--- src/rtl/wdm_ram.sv ---
// ----------------------------------------------------------------------------
// Generic RAM
// One write port and one read port with registered read data.
// ----------------------------------------------------------------------------
module wdm_ram #(
    parameter int WIDTH = 8,
    parameter int DEPTH = 16
) (
    input  logic                     i_clk,
    input  logic                     i_we,
    input  logic [$clog2(DEPTH)-1:0] i_waddr,
    input  logic [WIDTH-1:0]         i_wdata,
    input  logic [$clog2(DEPTH)-1:0] i_raddr,
    output logic [WIDTH-1:0]         o_rdata
);

    logic [WIDTH-1:0] r_mem [DEPTH];

    always_ff @(posedge i_clk) begin
        if (i_we) begin
            r_mem[i_waddr] <= i_wdata;
        end
        o_rdata <= r_mem[i_raddr];
    end

endmodule

--- config.mk ---
export PLATFORM = sky130hd
export DESIGN_NAME = wdm_ram
export DESIGN_NICKNAME = d
export VERILOG_FILES = /design/src/rtl/wdm_ram.sv
export SDC_FILE = /design/constraint.sdc
export NUM_CORES = 1
export LEC_CHECK = 0
export BUFFER_PORTS_ARGS = -buffer_cell sky130_fd_sc_hd__buf_2
export CAP_MARGIN = 15
export CORE_ASPECT_RATIO = 0.8
export CORE_MARGIN = 2
export CORE_UTILIZATION = 40
export CTS_CLUSTER_DIAMETER = 30
export CTS_CLUSTER_SIZE = 10
export DETAILED_ROUTE_END_ITERATION = 10
export GPL_ROUTABILITY_DRIVEN = 1
export PLACE_DENSITY = 0.66
export SYNTH_ARGS = -nofsm -noshare
export SYNTH_HDL_FRONTEND = slang
export SYNTH_SLANG_ARGS = --single-unit
--- constraint.sdc ---
create_clock -name i_clk -period 2.2 [get_ports i_clk]
set_input_delay 0.11 -clock i_clk [delete_from_list [all_inputs] [get_ports i_clk]]
set_output_delay 0.11 -clock i_clk [all_outputs]
set_load 0.02 [all_outputs]
==> flow_metrics.py, run 1 <==
metrics = {
    "power": {
        "p_sw_uw": 1160,
        "vdd_drop_max_mv": 0.537,
        "power_frac_clock_pct": 44.4,
        "netSwitchingFraction_pct": 20.1,
        "powerDensity_mw_per_mm2": 944,
        "finalPower_uw": 5770,
        "comb_power_share_pct": 5.0,
        "p_seq_share_pct": 50.6,
        "p_leak_uw": 0.00207,
        "p_int_uw": 4610,
    },
    "detailed_routing": {
        "vias": 2481,
        "wirelength_um": 10500,
        "viasPerCell": 5.26,
        "drcViolationCount": 0,
        "first_iter_violations": 230,
        "detail_route.first_pass.iterations": 4,
        "postRouteAntennaNets": 0,
        "routedWlPerCell_um": 22.3,
    },
    "clock_network": {
        "htreeDepth": 4,
        "ctsLongestPathBuffers": 2,
        "cts_tree": "done",
        "insertion_delay_ps": 410,
        "numCtsBuffers": 17,
        "post_cts_resized": 0,
        "clk_pin_slew_ps": 60,
        "post_cts_buffers": 0,
        "cts_sinks": 136,
        "cts_hold_buf": 0,
        "root_buffer": "clkbuf_16",
    },
    "global_route": {
        "grt_pass1_wl_um": 15700,
        "antenna_found_initial": 1,
        "overflow": 0,
        "grt_max_degree": 18,
        "grt_usage_pct": 16.6,
        "grt_pass1_vias": 2557,
    },
    "setup_path": {
        "r2r_slack_ps": 760,
        "crit_path_end_kind": "flop",
        "cp-startpoint": "r_mem[11][7]",
        "arrival_ps": 1700,
        "crit_fanout": 1,
        "crit_type": "reg -> reg",
        "worst_ep_required_time_ps": 2460,
        "regToRegStartpoint": "r_mem[11][7]",
        "path_cells": "mux4_2, a22oi_1, nand2_1",
        "critPathSlowestCell": "mux4_2",
        "cpPeakStageDelay_ps": 470,
        "setup.worst_path.start_class": "flop",
    },
    "run_status": {
        "run_status": "complete, no violations",
    },
    "floorplan": {
        "die_w_um": 131,
        "core-area_mm2": 0.0127,
        "die_y_um": 105,
        "die_area_mm2": 0.0138,
        "rows": 37,
        "top_level_ports": 26,
        "start_util_pct": 40.4,
    },
    "yosys": {
        "yosysUniqueCellTypes": 19,
        "synth_seq_area_share_pct": 77.8,
        "synth_nets": 247,
        "synth_seq_cells": 136,
        "ys.warnings.count": 0,
        "netlist_instances": 229,
        "synth_area_mm2": 0.00515,
        "synth.avg_cell_area_um2": 22.5,
    },
    "sta": {
        "worst_slew_pin_slew_ps": 789,
        "relSlewSlack_pct": 47.2,
        "setup_viol": 0,
        "tns_ps": 0,
        "hold_violations": 0,
        "drv_slew": 0,
        "fmax_mhz": 693,
        "finalClockSkew_ps": 8.55,
        "finalCriticalPeriod_ps": 1440,
        "rsz0062_at_grt": "no",
        "finalCritPeriodShare_pct": 65.6,
    },
    "run": {
        "maxCapViolCount": 0,
    },
    "final_layout": {
        "drive_gt1_share_pct": 31.1,
        "final_nets": 301,
        "layout_common_cells": "edfxtp_1 (128), buf_2 (25), buf_4 (19)",
        "layout_commonest_cell": "edfxtp_1",
        "area_growth_pct": 18.8,
    },
    "placed_design": {
        "dpl.hpwl_um": 6920,
        "globalplace.congestion": 0.763,
        "port_buffers": 25,
    },
    "worst_hold_path": {
        "worstHoldStart": "i_wdata[0]",
        "hp-class": "in -> reg",
    },
}
==> path summary, 6_finish.rpt <==
| check | endpoint | depth (start not counted) |
|---|---|---|
| hold / removal | r_mem[5][0] | 1 |
| hold reg to reg | o_rdata[2] | 3 |
| setup reg to reg | o_rdata[7] | 3 |
| setup / recovery | o_rdata[7] | 3 |
==> power by group through the flow <==
stage	registers (uW)	logic (uW)	clock network, uW
after floorplan	2980	147	0
after global placement	2970	287	0
after detailed placement	2970	293	0
after CTS	2920	294	2610
after global routing	2920	315	2750
final	2920	289	2560
==> cell families (layout without fill, tap and decap cells) <==
group           count (synthesis)  after routing  synth area share, %
mux                            32             32                 15.0
flops                         136            136                 77.8
simple gates                   35             35                 3.18
buf+inv                        10             77                 1.68
compound gates                 16             16                 2.33
other cells                     0              1                    0
==> layer usage <==
layer / routed length (um) / vias to the layer above / global-route usage (%)
met1: 4670 / 1303 / 23.6
li1: - / 1087 / -
met3: 693 / 8 / 5.18
met5: 0 / - / 0
met4: 146 / 0 / 6.16
met2: 5010 / 83 / 24.1
==> cell type report <==
class | count | area [um^2]
Antenna cell | 1 | 2.50
Clock inverter | 9 | 75.1
Multi-Input combinational cell | 83 | 1060
Tap cell | 175 | 219
Sequential cell | 136 | 4000
Fill cell | 1044 | 6620
Timing Repair Buffer | 45 | 288
Clock buffer | 23 | 468
==> registers in the layout (all words and copies together) (netlist names) <==
signal,count
o_rdata,8
r_mem,128
==> worst max-delay path: cells and delay by family (launching register included) <==
kind,cells,cell delay [ps]
mux,1,470
flops,1,360
compound gates,1,300
simple gates,1,170
==> synth_stat cells <==
cell / count / area [um^2]
edfxtp_1: 128 / 3840
mux4_2: 18 / 405
a22oi_1: 16 / 120
mux4_1: 14 / 368
nor2_1: 13 / 48.8
nand2_1: 9 / 33.8
dfxtp_1: 8 / 160
nor3_1: 4 / 20.0
buf_2: 3 / 15.0
buf_6: 3 / 33.8
clkdlybuf4s25_2: 3 / 30.0
nand2b_1: 2 / 12.5
nand3b_1: 2 / 15.0
and2_1: 1 / 6.26
and2b_1: 1 / 7.51
buf_4: 1 / 7.51
nand3_1: 1 / 5.00
nor2b_1: 1 / 6.26
or3b_2: 1 / 8.76
==> per-stage QoR <==
stage	area (um^2)	setup WS (ps)	util, %	hold WS, ps	cells
2_1_floorplan	5150	597	-	209	229
3_3_place_gp	5570	389	43.7	493	439
3_5_place_dp	5570	378	43.7	514	439
4_1_cts	6110	757	48.0	82.8	471
5_1_grt	6110	720	48.0	91.6	471
6_report	6110	757	48.0	97.5	472
No activity file was read; power rests on OpenSTA's default activity.
==> run 2, diff against run 1 <==
--- a/config.mk
+++ b/config.mk
@@ -5,6 +5,7 @@
 export SDC_FILE = /design/constraint.sdc
 export NUM_CORES = 1
 export LEC_CHECK = 0
+export ABC_AREA = 1
 export BUFFER_PORTS_ARGS = -buffer_cell sky130_fd_sc_hd__buf_2
 export CAP_MARGIN = 15
 export CORE_ASPECT_RATIO = 0.8
@@ -14,7 +15,7 @@
 export CTS_CLUSTER_SIZE = 10
 export DETAILED_ROUTE_END_ITERATION = 10
 export GPL_ROUTABILITY_DRIVEN = 1
-export PLACE_DENSITY = 0.66
+export PLACE_DENSITY = 0.68
 export SYNTH_ARGS = -nofsm -noshare
 export SYNTH_HDL_FRONTEND = slang
 export SYNTH_SLANG_ARGS = --single-unit
==> constraint.sdc (replaced) <==
create_clock -name i_clk -period 1.26 [get_ports i_clk]
set_input_delay 0.063 -clock i_clk [delete_from_list [all_inputs] [get_ports i_clk]]
set_output_delay 0.063 -clock i_clk [all_outputs]
set_load 0.02 [all_outputs]
==> flow_metrics.py, run 2 <==
metrics = {
    "placed_design": {
        "globalplace.congestion": 0.836,
        "placed_cells": 761,
        "post-place-ws_ps": -3.38,
        "dpl.hpwl_um": 8310,
        "port_buffers": 25,
    },
    "sta": {
        "relSlewSlack_pct": 66.7,
        "timing.final.ws_setup_ps": 212,
        "hold_violations": 0,
        "finalClockSkew_ps": 7.22,
        "worst_slew_pin_slew_ps": 498,
        "tns_ps": 0,
        "rsz0062_at_grt": "no",
        "setup_viol": 0,
        "finalCritPeriodShare_pct": 83.2,
        "drv_slew": 0,
        "fmax_mhz": 954,
        "finalCriticalPeriod_ps": 1050,
    },
    "yosys": {
        "yosysMostFrequentCell": "nand2_1",
        "synth_seq_cells": 136,
        "yosysTopAreaCell": "edfxtp_1",
        "async_flop_share_pct": 0,
        "synth_edf_count": 128,
        "yosys.area.top_type_share_pct": 66.7,
        "synth.top_cells.by_count": "nand2_1 (173), edfxtp_1 (128), inv_1 (100), nand3_1 (97), nor2_1 (17)",
        "synth_area_leaders": "edfxtp_1 (67%), nand2_1 (11%), nand3_1 (8.4%), inv_1 (6.5%), dfxtp_1 (2.8%)",
        "synth.avg_cell_area_um2": 10.5,
        "synth_seq_area_share_pct": 69.4,
        "synth_area_mm2": 0.00577,
        "synthFlopType": "edfxtp_1",
        "netlist_instances": 551,
        "yosysUniqueCellTypes": 12,
        "synth_nets": 569,
        "ys.warnings.count": 0,
    },
    "final_layout": {
        "layout_commonest_cell": "nand2_1",
        "diodes": 0,
        "final_nets": 615,
        "drive_gt1_share_pct": 13.6,
        "reg_top3": "r_mem (128), o_rdata (8)",
        "final_cell_count_no_fill": 794,
        "largest_reg_flops": 128,
        "top_register": "r_mem",
        "layout_common_cells": "nand2_1 (173), edfxtp_1 (128), inv_1 (100)",
        "area_growth_pct": 18.2,
        "postLayoutCoreUtil_pct": 48.0,
    },
    "global_route": {
        "grt_pass1_vias": 3589,
        "grt_pass1_wl_um": 20000,
        "grt_max_degree": 33,
        "antenna_found_initial": 0,
        "grt_usage_pct": 17.5,
        "overflow": 0,
    },
    "setup_path": {
        "crit_path_end_kind": "flop",
        "worst_ep_required_time_ps": 1570,
        "cpPeakStageDelay_ps": 360,
        "r2r_slack_ps": 210,
        "setup.worst_path.start_class": "flop",
        "arrival_ps": 1350,
        "crit_top_cell": "nand3_1",
        "regToRegStartpoint": "r_mem[9][1]",
        "cp_num_buf_inv": 1,
        "cp-startpoint": "r_mem[9][1]",
        "crit_family": "simple AND/OR/NAND/NOR gates",
        "critPathSlowestCell": "edfxtp_1",
        "path_cells": "inv_1, nand2_1, nand3_1, nand3_1, nand3_1, nand2_1",
        "crit_fanout": 1,
        "crit_type": "reg -> reg",
    },
    "run_status": {
        "run_status": "complete, no violations",
    },
    "power": {
        "finalPower_uw": 10800,
        "vdd_drop_max_mv": 1.31,
        "p_leak_uw": 0.00295,
        "powerDensity_mw_per_mm2": 1580,
    },
    "clock_network": {
        "numCtsBuffers": 17,
        "root_buffer": "clkbuf_16",
        "ctsLongestPathBuffers": 2,
        "cts_hold_buf": 1,
        "post_cts_buffers": 0,
        "cts_tree": "done",
        "insertion_delay_ps": 420,
        "clk_pin_slew_ps": 60,
        "htreeDepth": 4,
        "post_cts_resized": 0,
        "cts_sinks": 136,
    },
    "run": {
        "maxCapViolCount": 0,
    },
    "detailed_routing": {
        "viasPerCell": 4.90,
        "routedWlPerCell_um": 16.5,
        "drcViolationCount": 0,
        "postRouteAntennaNets": 0,
        "wirelength_um": 13100,
        "first_iter_violations": 472,
        "vias": 3894,
        "detail_route.first_pass.iterations": 5,
    },
    "floorplan": {
        "die_area_mm2": 0.0154,
        "core-area_mm2": 0.0142,
        "die_w_um": 138,
        "rows": 39,
        "top_level_ports": 26,
        "start_util_pct": 40.6,
        "die_y_um": 111,
    },
    "worst_hold_path": {
        "hp-class": "in -> reg",
        "worstHoldStart": "i_wdata[3]",
    },
}
run 2: through the flow:
step / area [um^2] / hold WS (ps)
2_1_floorplan: 5770 / 162
3_3_place_gp: 6210 / 432
3_5_place_dp: 6210 / 421
4_1_cts: 6820 / 65.5
5_1_grt: 6820 / 65.5
6_report: 6820 / 68.8
run 2: final cells by class:
cell class,instances,area [um^2]
Tap cell,184,230
Timing Repair Buffer,51,385
Clock inverter,15,176
Fill cell,1241,7380
Clock buffer,17,425
Sequential cell,136,4000
Multi-Input combinational cell,289,1210
Inverter,102,383
run 2: kinds of logic (layout without fill, tap and decap cells):
family	Yosys count	in the layout	synth area share [%]
buffers and inverters	126	185	9.52
flip-flops	136	136	69.4
AND/OR/NAND/NOR	289	289	21.0
run 2: final timing paths:
kind | depth (start not counted) | end
max | 6 | o_rdata[1]
min | 1 | r_mem[8][3]
max reg2reg | 6 | o_rdata[1]
min reg2reg | 6 | o_rdata[7]
run 2: worst reg2reg max path, stage by stage, from the launching register on:
cell	delay, ps
edfxtp_1	360
inv_1	60
nand2_1	40
nand3_1	100
nand3_1	130
nand3_1	170
nand2_1	70
run 2: power breakdown:
| part | switching, uW | internal (uW) | leakage [uW] |
|---|---|---|---|
| combinational | 470 | 207 | 0.00145 |
| clock | 1910 | 3110 | 0.000280 |
| sequential | 31.7 | 5060 | 0.00122 |
| total | 2410 | 8380 | 0.00295 |
run 2: layer usage:
layer / vias up / routed length (um) / global-route usage (%)
met5: - / 0 / 0
met4: 0 / 186 / 6.46
met3: 14 / 955 / 4.30
li1: 1867 / - / -
met2: 161 / 5830 / 25.6
met1: 1852 / 6100 / 25.5
==> run 3, diff against run 2 <==
==> constraint.sdc (replaced) <==
create_clock -name i_clk -period 0.9 [get_ports i_clk]
set_input_delay 0.045 -clock i_clk [delete_from_list [all_inputs] [get_ports i_clk]]
set_output_delay 0.045 -clock i_clk [all_outputs]
set_load 0.02 [all_outputs]
==> flow_metrics.py, run 3 (synthesized netlist as in run 2, its figures left out) <==
metrics = {
    "detailed_routing": {
        "routedWlPerCell_um": 17.0,
        "detail_route.first_pass.iterations": 5,
        "drcViolationCount": 0,
        "wirelength_um": 13600,
        "vias": 3974,
        "postRouteAntennaNets": 0,
        "first_iter_violations": 427,
        "viasPerCell": 4.98,
    },
    "clock_network": {
        "ctsLongestPathBuffers": 2,
        "cts_sinks": 136,
        "cts_tree": "done",
        "numCtsBuffers": 17,
        "insertion_delay_ps": 420,
        "htreeDepth": 4,
        "cts_hold_buf": 0,
        "clk_pin_slew_ps": 60,
        "post_cts_buffers": 0,
        "root_buffer": "clkbuf_16",
    },
    "placed_design": {
        "globalplace.congestion": 0.838,
        "post-place-ws_ps": -218,
        "dpl.hpwl_um": 8350,
        "port_buffers": 25,
    },
    "final_layout": {
        "n_fill_cell": 1193,
        "seqCellArea_mm2": 0.00401,
        "layout_common_cells": "nand2_1 (169), edfxtp_1 (128), inv_1 (100)",
        "drive_gt1_share_pct": 20.2,
        "top_register": "r_mem",
        "area_growth_pct": 24.3,
        "largest_reg_flops": 128,
        "postLayoutCoreUtil_pct": 50.5,
        "reg_top3": "r_mem (128), o_rdata (8)",
        "multi_input_area_mm2": 0.00135,
        "final_nets": 619,
        "layout_commonest_cell": "nand2_1",
        "diodes": 0,
    },
    "run": {
        "maxCapViolCount": 0,
    },
    "floorplan": {
        "rows": 39,
        "start_util_pct": 40.6,
        "die_area_mm2": 0.0154,
        "core-area_mm2": 0.0142,
        "die_y_um": 111,
        "top_level_ports": 26,
        "die_w_um": 138,
    },
    "global_route": {
        "grt.met2_usage_pct": 28.6,
        "grt_usage_pct": 18.1,
        "grt_util_met3_pct": 4.90,
        "grt_pass1_wl_um": 21000,
        "use_met1_pct": 24.5,
        "grt_busiest_layer": "met2",
        "antenna_found_initial": 0,
        "overflow": 0,
        "grt_pass1_vias": 3801,
        "grt_max_degree": 50,
    },
    "setup_path": {
        "crit_type": "reg -> reg",
        "path_cells": "nand2_1, nand2_1, nand2_2, nand3_1, nand3_2, nand2_1",
        "crit_fanout": 1,
        "crit_top_cell": "nand2_1",
        "arrival_ps": 1280,
        "cp_num_buf_inv": 0,
        "crit_family": "simple AND/OR/NAND/NOR gates",
        "critPathSlowestCell": "edfxtp_1",
        "worst_ep_required_time_ps": 1200,
        "cpPeakStageDelay_ps": 390,
        "setup.worst_path.start_class": "flop",
        "crit_path_end_kind": "flop",
    },
    "run_status": {
        "violations": "setup timing",
        "run_status": "finished, violations left",
    },
    "sta": {
        "worst_slew_pin_slew_ps": 390,
        "hold_violations": 0,
        "tns_ps": -427,
        "drv_slew": 0,
        "fmax_mhz": 1020,
        "timing.final.ws_setup_ps": -76.8,
        "setup_viol": 12,
        "finalCriticalPeriod_ps": 977,
        "finalClockSkew_ps": 9.13,
        "relSlewSlack_pct": 74.0,
        "rsz0062_at_grt": "yes",
        "finalCritPeriodShare_pct": 109,
        "hold_ws_ps": 27.3,
    },
    "power": {
        "powerDensity_mw_per_mm2": 2190,
        "p_leak_uw": 0.00309,
        "vdd_drop_max_mv": 1.43,
    },
    "worst_hold_path": {
        "hp-class": "in -> reg",
    },
}
run 3: cell types whose count changed in the layout (fill, tap and decap cells not counted), moves of 7 or more:
cell / delta
buf_2: -8
dfxtp_2: +7
buf_12: +8
buf_6: +8
nand3_1: -20
nand3_2: +19
dfxtp_1: -7
run 3: path summary, 6_finish.rpt:
check / slack (ps) / end / cells past startpoint / from
setup reg to reg: -80 / o_rdata[6] / 6 / r_mem[11][6]
hold / removal: 30 / r_mem[0][7] / 1 / i_wdata[7]
hold reg to reg: 690 / o_rdata[2] / 6 / r_mem[6][2]
setup / recovery: -80 / o_rdata[6] / 6 / r_mem[11][6]
run 3: routing by layer:
metal  part of all wire [%]  wire, um  vias to the layer above
met5                      0         0                        -
met4                    1.2       163                        0
met3                    7.5      1020                       12
met2                     48      6520                      160
met1                     43      5850                     1926
li1                       -         -                     1876
run 3: layout make-up:
| cell class | count | share of cell area (%) |
|---|---|---|
| Sequential cell | 136 | 56.0 |
| Multi-Input combinational cell | 289 | 18.8 |
| Clock buffer | 17 | 5.93 |
| Tap cell | 184 | 3.21 |
| Timing Repair Buffer | 55 | 7.85 |
| Inverter | 102 | 5.34 |
| Clock inverter | 15 | 2.90 |
run 3: per-stage QoR:
stage / total power (uW) / instance area, um^2 / std cells
after CTS: 15700 / 7100 / 798
after detailed placement: 8250 / 6360 / 766
final: 15700 / 7170 / 798
after global routing: 16200 / 7170 / 798
after global placement: 8220 / 6360 / 766
after floorplan: 7800 / 5780 / 551
run 3: report_power, final:
group          switching (uW)  internal [uW]
logic                     703            397
registers                53.2           7090
clock network            2570           4870
total                    3330          12400
run 3: timing repair:
action / 4_1_cts / 5_1_grt
pin swaps: 11 / 8
resized for setup: 33 / 15
endpoints found under the setup margin: 16 / 16
